==> src/apg_ram.sv <==
// ---------------------------------------------------------------------------
// apg_ram
// Generic one-write one-read RAM with registered read data.
// ---------------------------------------------------------------------------
`default_nettype none

module apg_ram #(
  parameter int WIDTH = 8,
  parameter int DEPTH = 16
) (
  input  logic                     clk,
  input  logic                     we,
  input  logic [$clog2(DEPTH)-1:0] waddr,
  input  logic [WIDTH-1:0]         wdata,
  input  logic                     re,
  input  logic [$clog2(DEPTH)-1:0] raddr,
  output logic [WIDTH-1:0]         rdata
);

  logic [WIDTH-1:0] mem [0:DEPTH-1];

  // Write port
  always_ff @(posedge clk) begin
    if (we) begin
      mem[waddr] <= wdata;
    end
  end

  // Registered read, held while re is low
  always_ff @(posedge clk) begin
    if (re) begin
      rdata <= mem[raddr];
    end
  end

endmodule

`default_nettype wire

==> config.mk <==
export PLATFORM = sky130hd
export DESIGN_NAME = apg_ram
export DESIGN_NICKNAME = d
export VERILOG_FILES = /design/src/apg_ram.sv
export SDC_FILE = /design/constraint.sdc
export NUM_CORES = 1
export LEC_CHECK = 0
export BUFFER_PORTS_ARGS = -buffer_cell sky130_fd_sc_hd__buf_2
export CAP_MARGIN = 20
export CORE_ASPECT_RATIO = 0.6
export CORE_UTILIZATION = 51
export CTS_BUF_LIST = sky130_fd_sc_hd__clkbuf_16
export CTS_CLUSTER_DIAMETER = 200
export DETAILED_ROUTE_END_ITERATION = 16
export GPL_TIMING_DRIVEN = 0
export PLACE_DENSITY = 0.66
export SLEW_MARGIN = 20
export SYNTH_ARGS = -nofsm -noshare
export SYNTH_HDL_FRONTEND = slang
export SYNTH_SLANG_ARGS = --single-unit
export TNS_END_PERCENT = 100
==> constraint.sdc <==
create_clock -name clk -period 2.25 [get_ports clk]
set_clock_uncertainty 0.05 [all_clocks]
set_input_delay 0.3375 -clock clk [delete_from_list [all_inputs] [get_ports clk]]
set_output_delay 0.3375 -clock clk [all_outputs]
set_load 0.005 [all_outputs]
After elaboration in Yosys (flattened, before gate mapping)

Memories as Yosys holds them, arrays and structs flattened. A register that Yosys moved wholly into a read port is not among the register bits.
Cells that the tools add are included.

Logic and storage cells: 3
Memory bits (writable): 128
Bits in read-only memories: 0
Register bits: 0
Latch bits: 0
Memories: 1
Input bits: 19

Memories:

| memory | words | width | rd ports | clocked after Yosys merged registers in | wr ports | line | source |
|---|---|---|---|---|---|---|---|
| mem    | 16    | 8     | 1        | 1                                       | 1        | 20   | `logic [WIDTH-1:0] mem [0:DEPTH-1];` |

$add $sub $neg: 0
Reductions and logical operators: 0
Order comparisons: 0
$mul: 0
Equal/unequal tests: 0
Divide/modulo/power cells: 0
Muxes and demuxes: 2
Shift-type cells: 0
Bitwise gates (word level): 0

Operators with widths:

| cell             | count |
|---|---|
| 2-to-1 mux 1 bit | 2 |

Longest topological paths before layout

Gate-level depths: netlist of the first run.

Depth after elaboration: 2
Mapped depth: 5
Gate-level depth less buffers: 3

Worst setup path after synthesis of the first run

Ideal clock, no wire load.

Path kind: input to register
Start: in waddr[2]
End: mem mem[0][0], enable pin
Data arrival time: 1.447 ns
Setup time: 0.383 ns
Stages on the path: 2
Setup slack: 0.370 ns
Path through: or3b_2 -> nor3_1

RTL lines:

| element     | line | source |
|---|---|---|
| from (decl) | 13   | `input logic [$clog2(DEPTH)-1:0] waddr,` |
| to (decl)   | 20   |  |

Straight into the memory's write port.

==> run metrics, run 1 <==
vias after detailed routing 2486; Die X around 130 um; CP Buf/Inv Count 0; worst-path fanout max 1; post-cts hold buffer count 0; endpoint class of the critical path register; Max stage delay on crit path approximately 0.53 ns; dpl cell area about 5500 um2; PD cells 958.8 nW/um2; layout cells sized above 1 between 30% and 40%; largest net degree at the start of global routing 17; initial antenna violation count 0; RSZ-0062 raised after global routing no; Area contributors post-synth edfxtp_1 78%, mux4_2 7.8%, mux4_1 7.0%, a22oi_1 2.3%, nor2_1 0.93%; Crit Path Category register to register; HPWL Detailed ~6600 um; first-pass GRT wire length roughly 15000 um; max-slew headroom at the worst pin 39.62%; Max Clk Rate a little under 600 MHz; initial core utilization between 50% and 60%; cells along the critical path mux4_1 -> a22oi_1 -> nand2_1; Seq cells post-synth 136; count leader, synth edfxtp_1; Synth top area share 78.12%; clock sink count between 100 and 150; H-tree depth 4; Synth warnings 0; Die H a little over 80 um; Sw Pwr ~1.2 mW; Top FF cell, synth edfxtp_1; Seq/Total Area, Yosys around 80%; Post-Synthesis Cells 229; final setup fails 0; gpl congestion ~0.77; critical path arrival ~1.8 ns; cell taking the most area after synthesis edfxtp_1; dpl ws approximately 0.16 ns; vias in the first global route approximately 2400; Final Non-Filler Cells roughly 420; final WL approximately 10000 um; distinct cell type count after synthesis 18; DR DRC count 0; CTS tree built; Iter 0 DRT Violations ~230; clock buffer depth 2; area grow syn2layout 17.23%; Post-Place Cells 389; multi-input logic area about 1100 um2; CP startpoint kind register; Core Box Area a little under 10000 um2; antenna-violating nets left 0; top cells by count, synth 136 x edfxtp_1, 18 x mux4_2, 16 x a22oi_1, 14 x mux4_1, 13 x nor2_1; I/O Buffers 25; Power Total 5.876 mW; wire per inst 23.86 um; Boundary Pins 27; combinational power share about 4.6%; Clock Power Share between 40% and 50%; Setup WS post-layout ~0.53 ns; sequential cell area approximately 4100 um2; Slowest-stage cell, CP mux4_1; part of the power in registers around half; status finished clean; Root Buffer clkbuf_16; std cell rows 28; Die Area ~11000 um2; Pre-antenna DRT Iters 4; Critical Path RT around 2.3 ns; Inserted Diodes 0; slew of the pin with the lowest slew margin between 0.9 and 1 ns; total gr overflow 0; post_cts resized 0; sw frac about a fifth; cts bufs inserted 17; syn avg cell area around 23 um2; synthesized area between 5000 and 6000 um2; Final nets 292; via/cell ratio approximately 5.9; CP delay by family, top multiplexers; endpoints failing hold 0; Hold Path Class input port to register; Peak VDD IR 0.5736 mV; syn_nets between 200 and 250; Total GRT Usage a little over a fifth; leakage power around 2.0 nW; Worst-Skew Late Latency 0.42 ns; Post-CTS Setup Bufs 0; Layout fillers 663; crit share post-route between 70% and 80%; final instance area 6128 um2; Period minus WS final between 1.5 and 2 ns; Pint around 4.7 mW; Post-synth EDFFs roughly 140; Slew Viols, Final 0; Synth async-reset ratio 0%; Max-Cap Viols 0; CTS clk-pin slew, worst paths ~0.060 ns
## final timing paths
check / cells after the start / slack [ns] / endpoint / startpoint
worst min register to register: 3 / 0.71 / rdata[1] / mem[11][1]
worst max register to register: 3 / 0.53 / rdata[4] / mem[8][4]
worst max-delay path: 3 / 0.53 / rdata[4] / mem[8][4]
worst min-delay path: 1 / 0.21 / rdata[1] / re
## worst reg2reg max path, cell delays in order, from the launching register on
cell and delay [ns]:
edfxtp_1 0.36, mux4_1 0.53, a22oi_1 0.34, nand2_1 0.16
## through the flow
step	setup TNS [ns]	hold slack, ns	utilization, %
floorplan	0	0.3864	-
global placement	-1.443	0.6273	55.69
detailed placement	0	0.6395	55.89
CTS	0	0.2116	61.81
global route	0	0.2137	61.81
finish	0	0.2146	61.81
## power by group through the flow
| stage | registers [mW] | logic, mW | clock network [mW] |
|---|---|---|---|
| CTS | 2.87 | 0.272 | 2.75 |
| global route | 2.87 | 0.291 | 2.87 |
| global placement | 2.92 | 0.263 | 0 |
| finish | 2.87 | 0.270 | 2.74 |
| floorplan | 2.92 | 0.144 | 0 |
| detailed placement | 2.92 | 0.271 | 0 |
## sequential cells by signal, summed over array words and instances, names as in the netlist
name / cells
rdata: 8
mem: 128
## layer usage
| layer | track usage [%] | routed length (um) |
|---|---|---|
| met1 | 32.10 | 4972 |
| met4 | 5.977 | 54 |
| met3 | 6.313 | 652 |
| met5 | 0 | 0 |
| met2 | 30.00 | 4365 |
## final cells by class
| type | count | area share [%] |
|---|---|---|
| Clock buffer | 17 | 6.942 |
| Buffer | 10 | 1.409 |
| Timing Repair Buffer | 25 | 2.042 |
| Clock inverter | 15 | 2.634 |
| Multi-Input combinational cell | 83 | 17.58 |
| Sequential cell | 136 | 66.64 |
| Tap cell | 135 | 2.756 |
## cell usage in the layout (no fill, tap or decap), drive strengths merged, types with 2 or more instances in the layout
cell type	instances
buf	32
nand2b	2
clkinv	6
nor2	13
edfxtp	136
nand3b	2
clkdlybuf4s25	3
mux4	32
nor3	4
bufinv	3
nand2	9
a22oi	16
clkbuf	17
clkinvlp	5
## logic make-up after synthesis
group           after synthesis  share of synthesized area [%]
buf+inv                      10                          1.651
flops                       136                          78.12
simple gates                 35                          3.136
compound gates               16                          2.298
mux                          32                          14.79
No activity file was read; power rests on OpenSTA's default activity.
==> inputs of run 2 (changes only) <==
Settings changed: PLACE_DENSITY 0.66 to 0.69.
Clock period 2.25 ns to 1.4 ns, I/O delays scaled along.
==> run 2 against run 1 <==
  * The run now ends with setup timing left
  * Core utilization increased by 1.5 points
  * Cell count rose by 0.24%
  * Non-clock buffer count grew 1
  * Die area did not move
  * Clock power grew 71%
  * Wire length is 1.3% lower
  * First-iteration DRC count rose by 24%
  * Global-route usage rose by 0.43 points
  * Sequential share of layout area fell by 1.5 points
  * Total power is 66% higher
  * Register-to-register slack got worse by 0.59 ns
==> run metrics, run 2 (same netlist as run 1, synthesis figures left out) <==
max reg flops 128; Die H 80.42 um; Worst-Skew Late Latency around 0.42 ns; Sw Pwr just under 2 mW; failing checks setup timing; cts bufs inserted 17; post-cts hold buffer count 0; commonest non-fill, non-tap cell in the layout edfxtp_1; clock buffer depth 2; critical path arrival 1.56 ns; Crit Path Category register to register; via/cell ratio 5.877; Inserted Diodes 0; vias after detailed routing roughly 2500; dpl ws -0.6726 ns; endpoint class of the critical path register; final WL roughly 9900 um; Largest regs mem: 128 flops, rdata: 8 flops; endpoints failing hold 0; initial antenna violation count 0; antenna-violating nets left 0; crit share post-route 103.8%; I/O Buffers 25; total gr overflow 0; worst-path fanout max 1; Peak VDD IR 1.189 mV; layout cells sized above 1 43.21%; std cell rows 28; Critical Path RT 1.51 ns; RSZ-0062 raised after global routing yes; gpl congestion 0.7345; PD cells approximately 1600 nW/um2; Hold Path Class input port to register; H-tree depth 4; vias in the first global route ~2500; status finished, violations left; Total GRT Usage 21.68%; part of the power in registers 47.2%; Pre-antenna DRT Iters 4; combinational power share under 10%; final instance area between 6000 and 7000 um2; Biggest register mem; Slew Viols, Final 0; Period minus WS final approximately 1.5 ns; register-to-register setup slack -0.05 ns; leakage power just over 2 nW; largest net degree at the start of global routing 17; clock sink count around 140; first-pass GRT wire length about 15000 um; Clock Power Share roughly 48%; sw frac about 20%; most frequent cells in the layout 136 x edfxtp_1, 32 x mux4_2, 28 x buf_2; wire per inst about 23 um; area grow syn2layout 20.01%; post-layout util between 60% and 70%; Max Clk Rate 687.9 MHz; Boundary Pins 27; max-slew headroom at the worst pin ~37%; CTS tree built; Final nets ~290; DR DRC count 0; slew of the pin with the lowest slew margin 0.9404 ns; HPWL Detailed roughly 6400 um; CP startpoint kind register; initial core utilization between 50% and 60%; dpl cell area between 5000 and 6000 um2; Setup WS post-layout -0.05365 ns; Die Area 10670 um2; Max-Cap Viols 0; Pint between 7 and 8 mW; final setup fails 6; Root Buffer clkbuf_16; Core Box Area ~9900 um2; Die X approximately 130 um; Iter 0 DRT Violations ~280; CTS clk-pin slew, worst paths approximately 0.060 ns
==> run 2: cell count changes in the layout (fill, tap and decap cells not counted), sizes merged <==
cell    change
clkinv      -4
bufinv      +1
inv         +3
buf         +1
==> run 2: critical path, cell delays in order, from the launching register on <==
cell and delay (ns):
edfxtp_1 0.37, mux4_2 0.49, a22oi_2 0.19, nand2_1 0.09
==> run 2: cell type report <==
| type | count | area (um2) |
|---|---|---|
| plain buffers | 10 | 120.1 |
| clock buffers | 17 | 425.4 |
| clock inverters | 15 | 201.4 |
| fillers | 678 | 3641 |
| multi-input cells | 83 | 1129 |
| flip-flops and latches | 136 | 4084 |
| well taps | 135 | 168.9 |
| repair buffers | 26 | 145.1 |
==> run 2: metal layers <==
layer / routed length [um] / GRT usage, %
met5: 0 / 0
met4: 157 / 9.540
met3: 644 / 6.503
met2: 4367 / 30.16
met1: 4742 / 31.77
==> run 2: repair_timing <==
action	in CTS	in global routing
pin swaps	3	3
buffers inserted	0	1
gates resized for setup	12	13
setup endpoints to repair	40	56
==> run 2: path summary, 6_finish.rpt <==
kind              start         end  cells after the start
max          mem[11][6]    rdata[6]                      3
min reg2reg   mem[7][1]    rdata[1]                      3
max reg2reg  mem[11][6]    rdata[6]                      3
min            wdata[1]  mem[10][1]                      1
==> run 2: metrics by stage <==
step                power [mW]  TNS, ns  hold slack [ns]  instances
floorplan                4.945   -4.375           0.2589        229
global placement         5.123   -50.84           0.5450        389
detailed placement       5.139   -51.63           0.5449        389
CTS                      9.795   -4.844           0.1158        421
global route             10.04  -0.5506           0.1206        422
finish                   9.767  -0.1615           0.1196        422
==> run 2: power by group through the flow <==
stage | Clock [mW] | Sequential [mW] | Combinational [mW]
4_1_cts | 4.72 | 4.61 | 0.464
5_1_grt | 4.91 | 4.62 | 0.514
3_3_place_gp | 0 | 4.69 | 0.431
6_report | 4.68 | 4.61 | 0.476
2_1_floorplan | 0 | 4.69 | 0.253
3_5_place_dp | 0 | 4.70 | 0.442
